## src/sv/pgl_pkg.sv

```systemverilog
// shared types and constants for the polyline group length block
`timescale 1ns / 1ps
`default_nettype none

package pgl_pkg;

  localparam int COORD_BITS = 24;

  // widths derived from the coordinate width
  localparam int DIFF_W = COORD_BITS + 2;     // signed difference of two coords
  localparam int ABS_W  = COORD_BITS + 1;     // magnitude of that difference
  localparam int SQ_W   = 2 * ABS_W;          // square of one axis
  localparam int SUM_W  = SQ_W + 2;           // sum of three squares
  localparam int ROOT_W = SUM_W / 2;          // floor square root
  localparam int STEP_W = $clog2(ROOT_W);     // root step counter

  localparam int LEN_W     = 40;
  localparam int GROUP_W   = 8;
  localparam int SEEN_W    = 2;
  localparam int KIND_W    = 2;
  localparam int MIN_POINTS = 3;

  localparam logic [LEN_W-1:0]   LEN_MAX   = {LEN_W{1'b1}};
  localparam logic [GROUP_W-1:0] GROUP_MAX = {GROUP_W{1'b1}};

  localparam logic [KIND_W-1:0] KIND_GROUP = 2'd0;
  localparam logic [KIND_W-1:0] KIND_TOTAL = 2'd1;
  localparam logic [KIND_W-1:0] KIND_ERROR = 2'd2;

  typedef logic signed [COORD_BITS-1:0] coord_t;

  typedef struct packed {
    logic diff_en;
    logic sq_en;
  } lane_ctl_t;

  typedef struct packed {
    logic [KIND_W-1:0] kind;
    logic [LEN_W-1:0]  value;
    logic              last;
  } out_word_t;

endpackage

`default_nettype wire

```

## src/sv/pgl_sqrt.sv

```systemverilog
// iterative floor square root, one result bit per cycle
`timescale 1ns / 1ps
`default_nettype none

module pgl_sqrt
  import pgl_pkg::*;
(
  input  logic                clk,
  input  logic                rst_n,
  input  logic                start,
  input  logic [SUM_W-1:0]    radicand,
  output logic                done,
  output logic [ROOT_W-1:0]   root
);

  logic [SUM_W-1:0]  rad_r, rad_nxt;
  logic [ROOT_W+1:0] rem_r, rem_nxt;
  logic [ROOT_W-1:0] root_r, root_nxt;
  logic [STEP_W-1:0] step_r, step_nxt;
  logic              busy_r, busy_nxt;
  logic              done_r, done_nxt;
  logic [ROOT_W+1:0] rem_sh;
  logic [ROOT_W+1:0] trial;

  always_comb begin
    rem_sh   = {rem_r[ROOT_W-1:0], rad_r[SUM_W-1 -: 2]};
    trial    = {root_r, 2'b01};
    rad_nxt  = rad_r;
    rem_nxt  = rem_r;
    root_nxt = root_r;
    step_nxt = step_r;
    busy_nxt = busy_r;
    done_nxt = 1'b0;
    if (start) begin
      rad_nxt  = radicand;
      rem_nxt  = '0;
      root_nxt = '0;
      step_nxt = STEP_W'(ROOT_W - 1);
      busy_nxt = 1'b1;
    end else if (busy_r) begin
      rad_nxt = {rad_r[SUM_W-3:0], 2'b00};
      if (rem_sh >= trial) begin
        rem_nxt  = rem_sh - trial;
        root_nxt = {root_r[ROOT_W-2:0], 1'b1};
      end else begin
        rem_nxt  = rem_sh;
        root_nxt = {root_r[ROOT_W-2:0], 1'b0};
      end
      step_nxt = step_r - 1'b1;
      if (step_r == '0) begin
        busy_nxt = 1'b0;
        done_nxt = 1'b1;
      end
    end
  end

  always_ff @(posedge clk) begin
    if (!rst_n) begin
      busy_r <= 1'b0;
      done_r <= 1'b0;
    end else begin
      busy_r <= busy_nxt;
      done_r <= done_nxt;
    end
    rad_r  <= rad_nxt;
    rem_r  <= rem_nxt;
    root_r <= root_nxt;
    step_r <= step_nxt;
  end

  assign done = done_r;
  assign root = root_r;

endmodule

`default_nettype wire
```

## config.mk

```make
export PLATFORM = sky130hd
export DESIGN_NAME = pgl_sqrt
export DESIGN_NICKNAME = d
export VERILOG_FILES = /design/src/sv/pgl_pkg.sv /design/src/sv/pgl_sqrt.sv
export SDC_FILE = /design/constraint.sdc
export NUM_CORES = 1
export LEC_CHECK = 0
export ABC_AREA = 0
export BUFFER_PORTS_ARGS = -buffer_cell sky130_fd_sc_hd__clkbuf_2
export CAP_MARGIN = 15
export CORE_ASPECT_RATIO = 0.75
export CORE_UTILIZATION = 45
export CTS_CLUSTER_DIAMETER = 60
export CTS_CLUSTER_SIZE = 24
export DETAILED_ROUTE_END_ITERATION = 12
export PLACE_DENSITY = 0.67
export SLEW_MARGIN = 0
export SYNTH_ARGS = -nofsm -noshare
export SYNTH_HDL_FRONTEND = slang
export SYNTH_SLANG_ARGS = --single-unit
```

## constraint.sdc

```tcl
create_clock -name clk -period 2.8 [get_ports clk]
set_clock_uncertainty 0.2 [all_clocks]
set_input_delay 0.56 -clock clk [delete_from_list [all_inputs] [get_ports clk]]
set_output_delay 0.56 -clock clk [all_outputs]
set_load 0.01 [all_outputs]
```

==> results of run 1 <==
==> how the worst max path moves through the flow <==
stage                            to  cells past startpoint  slack [ns]     start
after floorplan            rem_r[1]                     13      0.0005  root[10]
after global placement    rem_r[25]                     10        0.03   root[0]
after detailed placement   rem_r[4]                     12       -0.04   root[0]
after CTS                 rem_r[11]                     12       0.002   root[0]
after global routing       rem_r[9]                     11       -0.10   root[8]
final                     rem_r[14]                     11        0.02   root[4]
==> tightest hold or removal path: stages <==
cell	delay (ns)
clkbuf_2	0.08
inv_1	0.06
nor2_1	0.04
==> state kept, by name, summed over array words and instances (netlist names) <==
register,cells
root,26
step_r,5
busy_r,1
rem_r,26
rad_r,52
done,1
==> metrics by stage <==
stage,area [µm²],hold slack (ns)
2_1_floorplan,6062,0.2292
3_3_place_gp,6970,0.2534
3_5_place_dp,6970,0.2588
4_1_cts,7303,0.2325
5_1_grt,7619,0.2672
6_report,7619,0.2378
==> cell type report <==
class | instances | area, µm² | share of cell area, %
clock inverter | 6 | 62.56 | 0.8212
clock buffer | 10 | 229.0 | 3.005
sequential | 111 | 2753 | 36.13
multi-input combinational | 398 | 3297 | 43.27
tap | 171 | 214.0 | 2.808
timing repair buffer | 141 | 935.9 | 12.28
inverter | 34 | 127.6 | 1.675
==> cells by family after synthesis <==
family                   share of synthesized area, %
flip-flops                                      45.35
buffers and inverters                           4.509
AND/OR/NAND/NOR                                 11.27
XOR/XNOR                                        3.910
adder cells (fa/ha/maj)                         6.206
multiplexers                                    15.27
AO/OA/AOI/OAI                                   13.49
==> layout by cell type (no fill, tap or decap), drive strengths merged, types with 3 or more instances in the layout <==
master  count
a311oi      9
nand4       7
mux2       50
edfxtp     52
nor2       56
o21a        6
a21o        8
o21bai      4
xor2        9
and2        4
nand2      43
nor2b       4
ha         30
o21ai      26
a211oi      9
or2         3
a21oi      23
clkinv      3
nand2b      7
a31oi       4
xnor2      18
buf        60
mux2i      36
nor3        7
o31ai       5
clkbuf     91
and3        4
nand3       5
dfxtp      59
inv        37
==> layer usage <==
layer / part of all wire, % / up-vias / global-route usage, %
li1: - / 2310 / -
met1: 50 / 2210 / 27.39
met2: 46 / 88 / 29.47
met3: 3.7 / 11 / 3.224
met4: 0.87 / 0 / 4.359
met5: 0 / - / 0
==> power by group through the flow <==
stage	sequential, W	clock (W)	combinational, W
after floorplan	0.00206	0	0.00329
after global placement	0.00209	0	0.00417
after detailed placement	0.00210	0	0.00423
after CTS	0.00206	0.00130	0.00444
after global routing	0.00211	0.00135	0.00581
final	0.00208	0.00127	0.00541
==> repair_timing <==
item | in CTS | in global routing
setup buffers | 2 | 2
gates cloned | 0 | 2
endpoints found under the hold margin | 0 | 0
pin swaps | 6 | 29
endpoints found under the setup margin | 19 | 27
resized for setup | 6 | 58
==> results.cfg, run 1 <==
[timing]
layout_setup_ws_ns = 0.02151
finalHoldViolations = 0
fin_crit_sh_pct = 99.23
max_freq_mhz = 359.9
slew_violations = 0
rsz0062_at_grt = true
setup-violations-final = 0
slew_headroom_pct = 57.90
fin_setup_tns_ns = 0
finalCriticalPeriod_ns = 2.778
tightest_slew_ns = 0.6249

[global_route]
grt_pass1_wl_mm = 20.71
grt_antenna_before_repair = 0
grt_pass1_vias = 4297
grt_usage_pct = 18.93
grt_max_degree = 53
grt-ovfl-total = 0

[logic_synthesis]
yosysUniqueCellTypes = 60
synth_area_um2 = 6048
postSynthAreaPerCell_um2 = 10.56
yosys_register_bits = 111
synth_enable_flop_cells = 52
synth_top_area_share_pct = 25.82
synth_common_cells = dfxtp_1 (59), nor2_1 (56), edfxtp_1 (52)
ys.flop_type = dfxtp_1
synth_largest_area_cell = edfxtp_1
syn_inst = 573
synth_area_leaders = edfxtp_1 (26%), dfxtp_1 (20%), mux2_2 (9.3%), ha_1 (6.2%), mux2i_1 (6.0%)
synthesis.nets = 658
synth.most_common_cell = dfxtp_1
ys_seq_area_share_pct = 45.35
async_reset_ff_share_pct = 0
synth_warnings = 0

[detailed_routing]
wl_per_cell_um = 15.51
num_vias = 4619
firstDrtPassIters = 4
wl_mm = 13.51
via_per_inst = 5.303
ant_nets = 0
drc_errors = 0
drt_first_iter_violations = 272

[setup_path]
required_ns = 2.82
crit_buf_inv = 2
path_class = register to register
crit_path_end_kind = register
cpMaxStageDelayCell = a2111oi_4
reg2reg_to = rem_r[14]
cp.arrival_ns = 2.80
start_kind = register
crit_chain = inv_2 > ha_4 > nor2_1 > or2_4 > a211oi_4 > o31ai_4 > a2111oi_4 > or2_4 > buf_6 > mux2i_1 > a211oi_1
slowest_delay_ns = 0.38
crit_family = compound AO/OA/AOI/OAI gates
ff2ff_setup_slack_ns = 0.02
r2r_start = root[4]
worstRegToRegCells = 11
cp_common_cell = or2_4
cp_max_fo = 7

[cells_and_area]
drive_gt1_share_pct = 38.71
fill_cells = 1105
fin_util_pct = 58.32
nNetsFinal = 780
antenna_cells = 0
final_cells = 871
area_growth_pct = 25.96

[clock_tree]
cts_num_sinks = 111
cts_hold_buf = 0
numCtsBuffers = 9
cts_root_buf = clkbuf_16
path_clk_slew_ns = 0.08
clk_path_buf_depth = 2
clock_latency_ns = 0.35
cts_max_level = 3
tritoncts = yes

[placement]
dp_hpwl_mm = 9.289
dp.cells = 849
portBuffers = 81
pre_cts_ws_ns = -0.03927
place_congestion = 0.8809

[hold_path]
hold_path_class = input pin to register
min-delay-start = rst_n
whs_path_depth = 3
whs_endpoint = busy_r

[power_and_ir_drop]
power_density_nw_per_um2 = 1150
clkPwrFrac_pct = 14.5
p_switching_w = 0.003544
p_sw_share_pct = 40.46
comb_power_share_pct = 61.8
ir_worst_vdd_mv = 0.8418
p_int_w = 0.005214
p_seq_share_pct = 23.8
leakage_nw = 3.137
power_w = 0.008758

[floorplanning]
die_x_um = 135.9
die_area_um2 = 13910
initial_core_util_pct = 46.30
dieHeight_um = 102.4
core_um2 = 13060
rows = 36
pin_count = 82

[job]
drv_cap = 0

[run_status]
outcome = complete, no violations
Note: power is estimated with default switching activity, not from simulation.
==> run 2: changes to the inputs <==
CORE_UTILIZATION = 52   (was 45)
PLACE_DENSITY = 0.76   (was 0.67)
==> results.cfg, run 2 (synthesis gave the netlist of run 1 again) <==
[run_status]
outcome = finished with violations
violations = setup timing

[power_and_ir_drop]
ir_worst_vdd_mv = 0.8782
power_w = 0.009184
leakage_nw = 3.158
power_density_nw_per_um2 = 1197

[setup_path]
start_kind = register
path_class = register to register
required_ns = 2.82
cpMaxStageDelayCell = dfxtp_2
crit_family = compound AO/OA/AOI/OAI gates
cp.arrival_ns = 2.84
slowest_delay_ns = 0.34
crit_buf_inv = 2
crit_path_end_kind = register
crit_chain = inv_2 > ha_4 > nor3_2 > or2_1 > a211oi_4 > o31ai_4 > a2111oi_4 > or2_4 > buf_12 > mux2i_1 > o21ai_1
cp_max_fo = 5

[global_route]
grt-ovfl-total = 0
grt_antenna_before_repair = 0
grt_usage_pct = 23.25
grt_pass1_wl_mm = 22.01
grt_pass1_vias = 4601
grt_max_degree = 53

[timing]
max_freq_mhz = 355.0
fin_crit_sh_pct = 100.6
slew_headroom_pct = 58.51
tightest_slew_ns = 0.6223
hold_ws_ns = 0.2356
layout_setup_ws_ns = -0.01711
rsz0062_at_grt = true
setup-violations-final = 4
finalHoldViolations = 0
slew_violations = 0
finalCriticalPeriod_ns = 2.817

[clock_tree]
cts_root_buf = clkbuf_16
tritoncts = yes
path_clk_slew_ns = 0.08
cts_max_level = 3
clk_path_buf_depth = 2
clock_latency_ns = 0.35
cts_hold_buf = 0
cts_num_sinks = 111
numCtsBuffers = 9

[placement]
dp_hpwl_mm = 9.598
pre_cts_ws_ns = -0.05418
dp.cells = 818
portBuffers = 81
place_congestion = 0.9216
post_dp_cell_area_um2 = 6932

[detailed_routing]
ant_nets = 0
wl_mm = 14.45
wl_per_cell_um = 17.08
firstDrtPassIters = 6
num_vias = 4766
drt_first_iter_violations = 429
via_per_inst = 5.634
top_layer = met4
wl_met3_um = 844
met2RoutedLength_mm = 6.894
drc_errors = 0
wl_met1_mm = 6.479

[cells_and_area]
final_common_cell = clkbuf_2
largest_reg_flops = 52
drive_gt1_share_pct = 40.79
largest_register = rad_r
nNetsFinal = 786
final_cells = 846
stdcell_area_um2 = 7671
antenna_cells = 0
layout_common_cells = clkbuf_2 (80), buf_4 (62), nor2_1 (53)
area_growth_pct = 26.83

[floorplanning]
die_area_um2 = 12070
die_x_um = 126.5
rows = 33
dieHeight_um = 95.40
pin_count = 82
initial_core_util_pct = 54.46
core_um2 = 11110

[job]
drv_cap = 0

[hold_path]
hold_path_class = input pin to register
## run 2: changes by cell type in the layout (fill, tap and decap cells not counted), sizes merged
| cell | delta |
|---|---|
| buf | +5 |
| bufinv | +1 |
| clkinv | -1 |
| clkinvlp | +1 |
## run 2: tightest hold or removal path: cells and delay by family
family	cells	cell delay, ns
and+or+nand+nor	1	0.05
buffers and inverters	2	0.15
## run 2: what timing repair did
action                                  4_1_cts  5_1_grt
gates cloned                                  1        2
endpoints found under the setup margin       23       27
setup buffers                                 6        3
gates resized for setup                      14       48
pin swaps                                     6       27
## run 2: final timing paths
path | start | slack, ns | cells past startpoint | endpoint
setup reg to reg | root[3] | -0.02 | 11 | rem_r[8]
setup / recovery | root[3] | -0.02 | 11 | rem_r[8]
hold / removal | rst_n | 0.24 | 3 | busy_r
hold reg to reg | rem_r[25] | 0.28 | 2 | rem_r[25]
## run 2: power breakdown
part	internal, W	total (W)	switching [W]
Sequential	0.00193	0.00210	0.000165
Combinational	0.00286	0.00575	0.00288
Clock	0.000711	0.00134	0.000626
## run 2: through the flow
| stage | TNS (ns) | utilization, % |
|---|---|---|
| floorplan | 0 | - |
| global placement | 0 | 62.41 |
| detailed placement | -0.3470 | 62.41 |
| CTS | -0.02044 | 66.64 |
| global route | -1.330 | 69.07 |
| finish | -0.03943 | 69.07 |
## run 2: cell type report
class	instances	area, µm²
timing repair buffer	147	983.4
clock inverter	7	83.83
clock buffer	9	225.2
tap	140	175.2
fill	789	3436
multi-input combinational	398	3317
sequential	111	2759
inverter	34	127.6
## run 2: per-layer routing
layer  vias to the layer above  track usage [%]
met5                         -                0
met4                         0            7.229
met3                        27            4.826
met2                       164            38.17
met1                      2272            31.03
li1                       2303                -
