<file path="src/sv/pgl_pkg.sv">
// shared types and constants for the polyline group length block
`timescale 1ns / 1ps
`default_nettype none

package pgl_pkg;

  localparam int COORD_BITS = 24;

  // widths derived from the coordinate width
  localparam int DIFF_W = COORD_BITS + 2;     // signed difference of two coords
  localparam int ABS_W  = COORD_BITS + 1;     // magnitude of that difference
  localparam int SQ_W   = 2 * ABS_W;          // square of one axis
  localparam int SUM_W  = SQ_W + 2;           // sum of three squares
  localparam int ROOT_W = SUM_W / 2;          // floor square root
  localparam int STEP_W = $clog2(ROOT_W);     // root step counter

  localparam int LEN_W     = 40;
  localparam int GROUP_W   = 8;
  localparam int SEEN_W    = 2;
  localparam int KIND_W    = 2;
  localparam int MIN_POINTS = 3;

  localparam logic [LEN_W-1:0]   LEN_MAX   = {LEN_W{1'b1}};
  localparam logic [GROUP_W-1:0] GROUP_MAX = {GROUP_W{1'b1}};

  localparam logic [KIND_W-1:0] KIND_GROUP = 2'd0;
  localparam logic [KIND_W-1:0] KIND_TOTAL = 2'd1;
  localparam logic [KIND_W-1:0] KIND_ERROR = 2'd2;

  typedef logic signed [COORD_BITS-1:0] coord_t;

  typedef struct packed {
    logic diff_en;
    logic sq_en;
  } lane_ctl_t;

  typedef struct packed {
    logic [KIND_W-1:0] kind;
    logic [LEN_W-1:0]  value;
    logic              last;
  } out_word_t;

endpackage

`default_nettype wire

</file>
<file path="src/sv/pgl_lane.sv">
// one axis lane: registered absolute difference, then registered square
`timescale 1ns / 1ps
`default_nettype none

module pgl_lane
  import pgl_pkg::*;
(
  input  logic                clk,
  input  lane_ctl_t           ctl,
  input  coord_t              cur,
  input  coord_t              prev,
  output logic [SQ_W-1:0]     sq
);

  logic signed [DIFF_W-1:0] diff;
  logic [ABS_W-1:0]         mag_nxt;
  logic [ABS_W-1:0]         mag_r;
  logic [SQ_W-1:0]          sq_r;

  always_comb begin
    diff = DIFF_W'(cur) - DIFF_W'(prev);
    if (diff[DIFF_W-1]) begin
      mag_nxt = ABS_W'(-diff);
    end else begin
      mag_nxt = ABS_W'(diff);
    end
  end

  always_ff @(posedge clk) begin
    if (ctl.diff_en) begin
      mag_r <= mag_nxt;
    end
    if (ctl.sq_en) begin
      sq_r <= mag_r * mag_r;
    end
  end

  assign sq = sq_r;

endmodule

`default_nettype wire

</file>
<file path="config.mk">
export PLATFORM = sky130hd
export DESIGN_NAME = pgl_lane
export DESIGN_NICKNAME = d
export VERILOG_FILES = /design/src/sv/pgl_pkg.sv /design/src/sv/pgl_lane.sv
export SDC_FILE = /design/constraint.sdc
export NUM_CORES = 1
export LEC_CHECK = 0
export ABC_AREA = 0
export BUFFER_PORTS_ARGS = -buffer_cell sky130_fd_sc_hd__buf_2
export CAP_MARGIN = 30
export CORE_MARGIN = 2
export CORE_UTILIZATION = 55
export DETAILED_ROUTE_END_ITERATION = 10
export GPL_TIMING_DRIVEN = 0
export HOLD_SLACK_MARGIN = 0.06
export PLACE_DENSITY = 0.78
export SYNTH_ARGS = -nofsm -noshare
export SYNTH_HDL_FRONTEND = slang
export SYNTH_SLANG_ARGS = --single-unit
</file>
<file path="constraint.sdc">
create_clock -name clk -period 16.8 [get_ports clk]
set_clock_uncertainty 0.15 [all_clocks]
set_input_delay 1.68 -clock clk [delete_from_list [all_inputs] [get_ports clk]]
set_output_delay 1.68 -clock clk [all_outputs]
set_load 0.005 [all_outputs]
</file>
==> flow_metrics.py, run 1 <==
metrics = {
    "run_status": {
        "status": "complete, no violations",
    },
    "synth": {
        "syn_area_per_cell_sq_um": 9.28,
        "synth_area_leaders": "fa_1 (42%), inv_1 (12%), ha_1 (12%), edfxtp_1 (10%), and2_1 (3.9%)",
        "synth_top_family_by_area": "adder cells",
        "synth_seq_cells": 74,
        "synthesis.nets": 3118,
        "synthesis.area_sq_um": 22200,
        "synth_xor_xnor_area_share_pct": 3.71,
        "synth_compound_area_share_pct": 7.24,
        "synth-edff-count": 74,
        "postSynthCellCount": 2388,
        "synth_warnings": 0,
        "muxShareOfSynthArea_pct": 0.147,
        "synth_fa_ha_area_share_pct": 54.1,
        "async_flop_share_pct": 0,
        "synth_top_area_cell": "fa_1",
        "ys.flop_type": "edfxtp_1",
        "synth_top_area_share_pct": 42.2,
        "synthSimpleGateAreaFrac_pct": 11.4,
        "ys_seq_area_share_pct": 10.0,
        "ys_types": 67,
    },
    "drt": {
        "drc": 0,
        "drt-wirelength-per-cell_microns": 18.7,
        "via_per_inst": 5.43,
        "vias": 16400,
        "drt-initial-drc-count": 1145,
        "antenna_left": 0,
        "totalWireLength_microns": 56700,
        "dr.pass1.iters": 6,
    },
    "place": {
        "hpwl_microns": 48300,
        "dpl-instance-area_sq_um": 23300,
        "port_buffers": 99,
        "place_congestion": 1.04,
    },
    "grt": {
        "grtUsageTotal_pct": 28.5,
        "antenna_found_initial": 0,
        "grt_pass1_wl_microns": 91100,
        "grt_pass1_vias": 17700,
        "grt_start_max_net_pins": 41,
        "overflow": 0,
    },
    "worst_setup_path": {
        "worstSetupStartpointType": "register",
        "worst-setup-path-type": "register to register",
        "worstPathArrival_ns": 9.44,
        "path_max_fanout": 10,
        "worstPathRequired_ns": 16.77,
        "cp-end-kind": "register",
    },
    "sta": {
        "setup_viol": 0,
        "fmax_ghz": 0.106,
        "timing.final.crit_share_pct": 56.4,
        "rsz0062_at_grt": "false",
        "finalCriticalPeriod_ns": 9.47,
        "tightest_slew_ns": 0.899,
        "hold_slack_ns": 0.753,
        "fin_tns_setup_ns": 0,
        "hold_violations": 0,
        "maxSlewHeadroom_pct": 40.1,
        "report.final.slew_viol_count": 0,
    },
    "cells_and_area": {
        "syn_to_final_growth_pct": 6.64,
        "final_common_cell": "inv_1",
        "diodes": 0,
        "drive_gt1_share_pct": 5.43,
        "multiInputGateArea_sq_um": 17000,
        "design_area_sq_um": 23600,
        "fin_nets": 3229,
        "layout_common_cells": "inv_1 (710), fa_1 (467), ha_1 (212)",
        "ff_latch_area_sq_um": 2220,
        "fin_util_pct": 59.5,
        "fillers": 3371,
    },
    "clock_tree": {
        "cts_resized": 0,
        "cts_buffers": 9,
        "clockBufferDepth": 2,
        "cts_tree": "built",
        "cts-root-buf": "clkbuf_16",
        "clkSinkCount": 74,
        "postCtsSetupRepairBufs": 0,
        "cts.reportedPaths.clkPinSlew_ns": 0.06,
        "cts_hold_buf": 0,
        "clk_latency_ns": 0.37,
        "htree_levels": 3,
    },
    "floorplan": {
        "die_area_sq_um": 41900,
        "die_h_microns": 205,
        "rows": 73,
        "dieWidth_microns": 205,
        "io_pins": 101,
        "initial_core_util_pct": 55.8,
        "core_sq_um": 39700,
    },
    "worst_hold_path": {
        "min_path_type": "register to register",
    },
    "job": {
        "maxCapViolations": 0,
    },
}
[final cells by class]
cell class / instances / share of cell area (%)
Timing Repair Buffer: 100 / 2.18
Clock inverter: 7 / 0.312
Multi-Input combinational cell: 1531 / 71.9
Tap cell: 525 / 2.78
Inverter: 710 / 11.3
Buffer: 73 / 1.19
Sequential cell: 74 / 9.40
Clock buffer: 9 / 0.953
[path summary, 6_finish.rpt]
check | from | to | slack [ns] | cells after the start
max reg2reg | mag_r[18] | sq[49] | 7.33 | 25
max | mag_r[18] | sq[49] | 7.33 | 25
min | mag_r[0] | sq[0] | 0.75 | 0
min reg2reg | mag_r[0] | sq[0] | 0.75 | 0
[metal layers]
metal	vias to the layer above	GRT usage, %	routed length [microns]
li1	7386	-	-
met1	8201	35.2	21600
met2	662	48.8	28200
met3	188	4.66	3900
met4	0	13.8	2970
met5	-	0	0
[critical path, cell delays in order, from the launching register on]
cell and delay [ns]:
edfxtp_1 0.61, clkbuf_1 0.52, clkbuf_1 0.72, nand2_1 0.26, fa_1 0.61, inv_1 0.06
fa_1 0.53, inv_1 0.06, fa_1 0.44, fa_1 0.54, inv_1 0.06, fa_1 0.50
fa_1 0.49, inv_1 0.05, fa_1 0.64, inv_1 0.10, ha_1 0.37, a21o_1 0.18
a21o_1 0.16, a221oi_1 0.38, nor3_1 0.08, a21oi_1 0.61, o2111ai_1 0.27, a31oi_1 0.47
o211ai_1 0.16, xnor2_1 0.16
[flip-flops by register name, summed over array words and instances, names as in the netlist]
| signal | cells |
|---|---|
| mag_r | 25 |
| sq | 49 |
[Yosys cell counts, types with 8 or more instances]
| master | number |
|---|---|
| nor3_1 | 14 |
| ha_1 | 212 |
| nor2b_1 | 20 |
| a31oi_1 | 11 |
| xnor2_1 | 60 |
| nand2_1 | 208 |
| fa_1 | 467 |
| nor2_1 | 69 |
| o211ai_1 | 9 |
| o21ai_0 | 30 |
| a21oi_1 | 80 |
| a211oi_1 | 8 |
| nand4_1 | 11 |
| nand3_1 | 18 |
| clkbuf_1 | 68 |
| and3_1 | 12 |
| edfxtp_1 | 74 |
| xor2_1 | 34 |
| a21o_1 | 35 |
| inv_1 | 710 |
| and2_1 | 138 |
[kinds of logic (layout without fill, tap and decap cells)]
logic type	count (synthesis)	after routing
AND/OR/NAND/NOR	515	515
adder cells (fa/ha/maj)	679	679
flip-flops	74	74
buffers and inverters	783	899
AO/OA/AOI/OAI	239	239
multiplexers	3	3
other	1	1
XOR/XNOR	94	94
[stage by stage]
step	instances	worst slack, ns
3_5_place_dp	3013	7.66
4_1_cts	3029	7.62
5_1_grt	3029	7.10
3_3_place_gp	3012	7.67
6_report	3029	7.33
2_1_floorplan	2388	9.67
Power of run 1 is left out: the tool's default activity adds up to more than one toggle a clock period on the data nets, which glitch-free logic cannot reach.
==> run 2, diff against run 1 <==
--- a/config.mk
+++ b/config.mk
@@ -5,7 +5,7 @@
 export SDC_FILE = /design/constraint.sdc
 export NUM_CORES = 1
 export LEC_CHECK = 0
-export ABC_AREA = 0
+export ABC_AREA = 1
 export BUFFER_PORTS_ARGS = -buffer_cell sky130_fd_sc_hd__buf_2
 export CAP_MARGIN = 30
 export CORE_MARGIN = 2
@@ -13,7 +13,7 @@
 export DETAILED_ROUTE_END_ITERATION = 10
 export GPL_TIMING_DRIVEN = 0
 export HOLD_SLACK_MARGIN = 0.06
-export PLACE_DENSITY = 0.78
+export PLACE_DENSITY = 0.81
 export SYNTH_ARGS = -nofsm -noshare
 export SYNTH_HDL_FRONTEND = slang
 export SYNTH_SLANG_ARGS = --single-unit
==> constraint.sdc (replaced) <==
create_clock -name clk -period 8.5 [get_ports clk]
set_clock_uncertainty 0.15 [all_clocks]
set_input_delay 0.85 -clock clk [delete_from_list [all_inputs] [get_ports clk]]
set_output_delay 0.85 -clock clk [all_outputs]
set_load 0.005 [all_outputs]
==> flow_metrics.py, run 2 <==
metrics = {
    "run_status": {
        "status": "complete, no violations",
    },
    "drt": {
        "antenna_left": 0,
        "vias": 18800,
        "drt-wirelength-per-cell_microns": 17.6,
        "totalWireLength_microns": 62700,
        "drc": 0,
        "drt-initial-drc-count": 1897,
        "via_per_inst": 5.26,
        "dr.pass1.iters": 6,
    },
    "clock_tree": {
        "cts-root-buf": "clkbuf_16",
        "clkSinkCount": 74,
        "cts_tree": "built",
        "cts.reportedPaths.clkPinSlew_ns": 0.06,
        "cts_hold_buf": 0,
        "cts_buffers": 9,
        "clockBufferDepth": 2,
        "postCtsSetupRepairBufs": 0,
        "clk_latency_ns": 0.37,
        "htree_levels": 3,
    },
    "floorplan": {
        "initial_core_util_pct": 55.7,
        "io_pins": 101,
        "die_h_microns": 210,
        "core_sq_um": 41900,
        "die_area_sq_um": 44200,
        "dieWidth_microns": 210,
        "rows": 75,
    },
    "synth": {
        "muxShareOfSynthArea_pct": 0,
        "async_flop_share_pct": 0,
        "ys.flop_type": "edfxtp_1",
        "synthesis.area_sq_um": 23400,
        "ys_types": 48,
        "synth_most_common_cell": "inv_1",
        "synth_seq_cells": 74,
        "synth_compound_area_share_pct": 4.38,
        "synth_warnings": 0,
        "synth_xor_xnor_area_share_pct": 2.70,
        "syn_area_per_cell_sq_um": 8.01,
        "synth.top_cells.by_count": "inv_1 (951), nand2_1 (623), fa_1 (467)",
        "synth_top_area_share_pct": 40.0,
        "synthesis.nets": 3647,
        "synth_fa_ha_area_share_pct": 51.3,
        "synthSimpleGateAreaFrac_pct": 15.5,
        "ys_seq_area_share_pct": 9.51,
        "synth-edff-count": 74,
        "synth_top_area_cell": "fa_1",
        "synth_area_leaders": "fa_1 (40%), inv_1 (15%), ha_1 (11%), nand2_1 (10%), edfxtp_1 (9.5%)",
        "synth_top_family_by_area": "adder cells",
        "postSynthCellCount": 2917,
    },
    "cells_and_area": {
        "largest_register_ffs": 49,
        "instances_no_fill": 3572,
        "design_area_sq_um": 24900,
        "fin_nets": 3758,
        "diodes": 0,
        "drive_gt1_share_pct": 5.21,
        "syn_to_final_growth_pct": 6.37,
        "layout_common_cells": "inv_1 (951), nand2_1 (623), fa_1 (467)",
        "final_common_cell": "inv_1",
    },
    "worst_setup_path": {
        "worstSetupStartpointType": "register",
        "reg2regPathDepth": 23,
        "critPathSlowestCell": "clkbuf_1",
        "crit_family": "adder cells",
        "r2r_slack_ns": 0.06,
        "r2r-start": "mag_r[8]",
        "reg2reg_to": "sq[35]",
        "cp_num_buf_inv": 8,
        "crit_top_cell": "fa_1",
        "worst-setup-path-type": "register to register",
        "cp-end-kind": "register",
        "worstPathArrival_ns": 8.45,
        "worstPathRequired_ns": 8.51,
        "path_cells": "clkbuf_1 -> clkbuf_1 -> nand2_1 -> fa_1 -> inv_1 -> fa_1 -> inv_1 -> fa_1 -> fa_1 -> inv_1 -> fa_1 -> fa_1 -> inv_1 -> fa_1 -> inv_1 -> ha_1 -> nand2_1 -> nor2_1 -> inv_1 -> nor3_1 -> a21oi_1 -> o21ai_0 -> xor2_1",
        "critPathMaxStageDelay_ns": 0.76,
        "path_max_fanout": 10,
    },
    "sta": {
        "rsz0062_at_grt": "false",
        "fin_ws_ns": 0.0600,
        "fin_tns_setup_ns": 0,
        "fmax_ghz": 0.118,
        "tightest_slew_ns": 1.13,
        "report.final.slew_viol_count": 0,
        "finalCriticalPeriod_ns": 8.44,
        "maxSlewHeadroom_pct": 24.7,
        "hold_violations": 0,
        "timing.final.crit_share_pct": 99.3,
        "setup_viol": 0,
    },
    "job": {
        "maxCapViolations": 0,
    },
    "grt": {
        "busiest_layer": "met2",
        "grt_start_max_net_pins": 50,
        "grt_pass1_vias": 19200,
        "grt_pass1_wl_microns": 98800,
        "grtUsageTotal_pct": 29.5,
        "met3_usage_pct": 6.45,
        "grt_use_met1_pct": 37.4,
        "antenna_found_initial": 0,
        "use_met2_pct": 48.4,
        "overflow": 0,
    },
    "worst_hold_path": {
        "hold_depth": 0,
        "min_from": "mag_r[0]",
        "min_path_type": "register to register",
        "min_to": "sq[0]",
    },
    "place": {
        "place_congestion": 1.02,
        "dp_cells": 3555,
        "dpl-instance-area_sq_um": 24500,
        "hpwl_microns": 53400,
        "port_buffers": 99,
        "preCtsSetupSlack_ns": 0.204,
    },
}
run 2: how the worst max path moves through the flow:
stage | depth (start not counted) | end | slack, ns | startpoint
6_report | 23 | sq[35] | 0.06 | mag_r[8]
5_1_grt | 23 | sq[35] | 0.007 | mag_r[8]
4_1_cts | 25 | sq[36] | 0.19 | mag_r[16]
3_5_place_dp | 25 | sq[36] | 0.20 | mag_r[16]
3_3_place_gp | 25 | sq[36] | 0.26 | mag_r[16]
2_1_floorplan | 30 | sq[38] | 1.95 | mag_r[3]
run 2: final cells by class:
class                           count  area (sq um)
Buffer                             72           290
Clock buffer                        9           225
Clock inverter                      7          67.6
Fill cell                        3714         17100
Inverter                          953          3580
Multi-Input combinational cell   1818         17300
Sequential cell                    74          2220
Tap cell                          539           674
Timing Repair Buffer              100           515
run 2: what timing repair did:
| action | CTS | global route |
|---|---|---|
| gates resized for setup | 0 | 16 |
| endpoints found under the hold margin | 0 | 0 |
| setup endpoints to repair | 0 | 5 |
run 2: stage by stage:
| stage | util [%] | hold WS, ns |
|---|---|---|
| final | 59.3 | 0.558 |
| after detailed placement | 58.5 | 0.501 |
| after global placement | 58.5 | 0.511 |
| after global routing | 59.3 | 0.491 |
| after CTS | 59.2 | 0.513 |
| after floorplan | - | 0.274 |
run 2: cell families after synthesis:
family,count (synthesis)
buffers and inverters,1025
and+or+nand+nor,888
adders and majority gates,679
AOI/OAI and AO/OA,178
DFF,74
xor gates and xnor gates,72
other,1
run 2: layer usage:
layer  part of all wire, %  vias up
met5                     0        -
met4                   5.2        0
met3                    11      194
met2                    47      940
met1                    37     9061
li1                      -     8610
Power of run 2 is left out for the same reason.
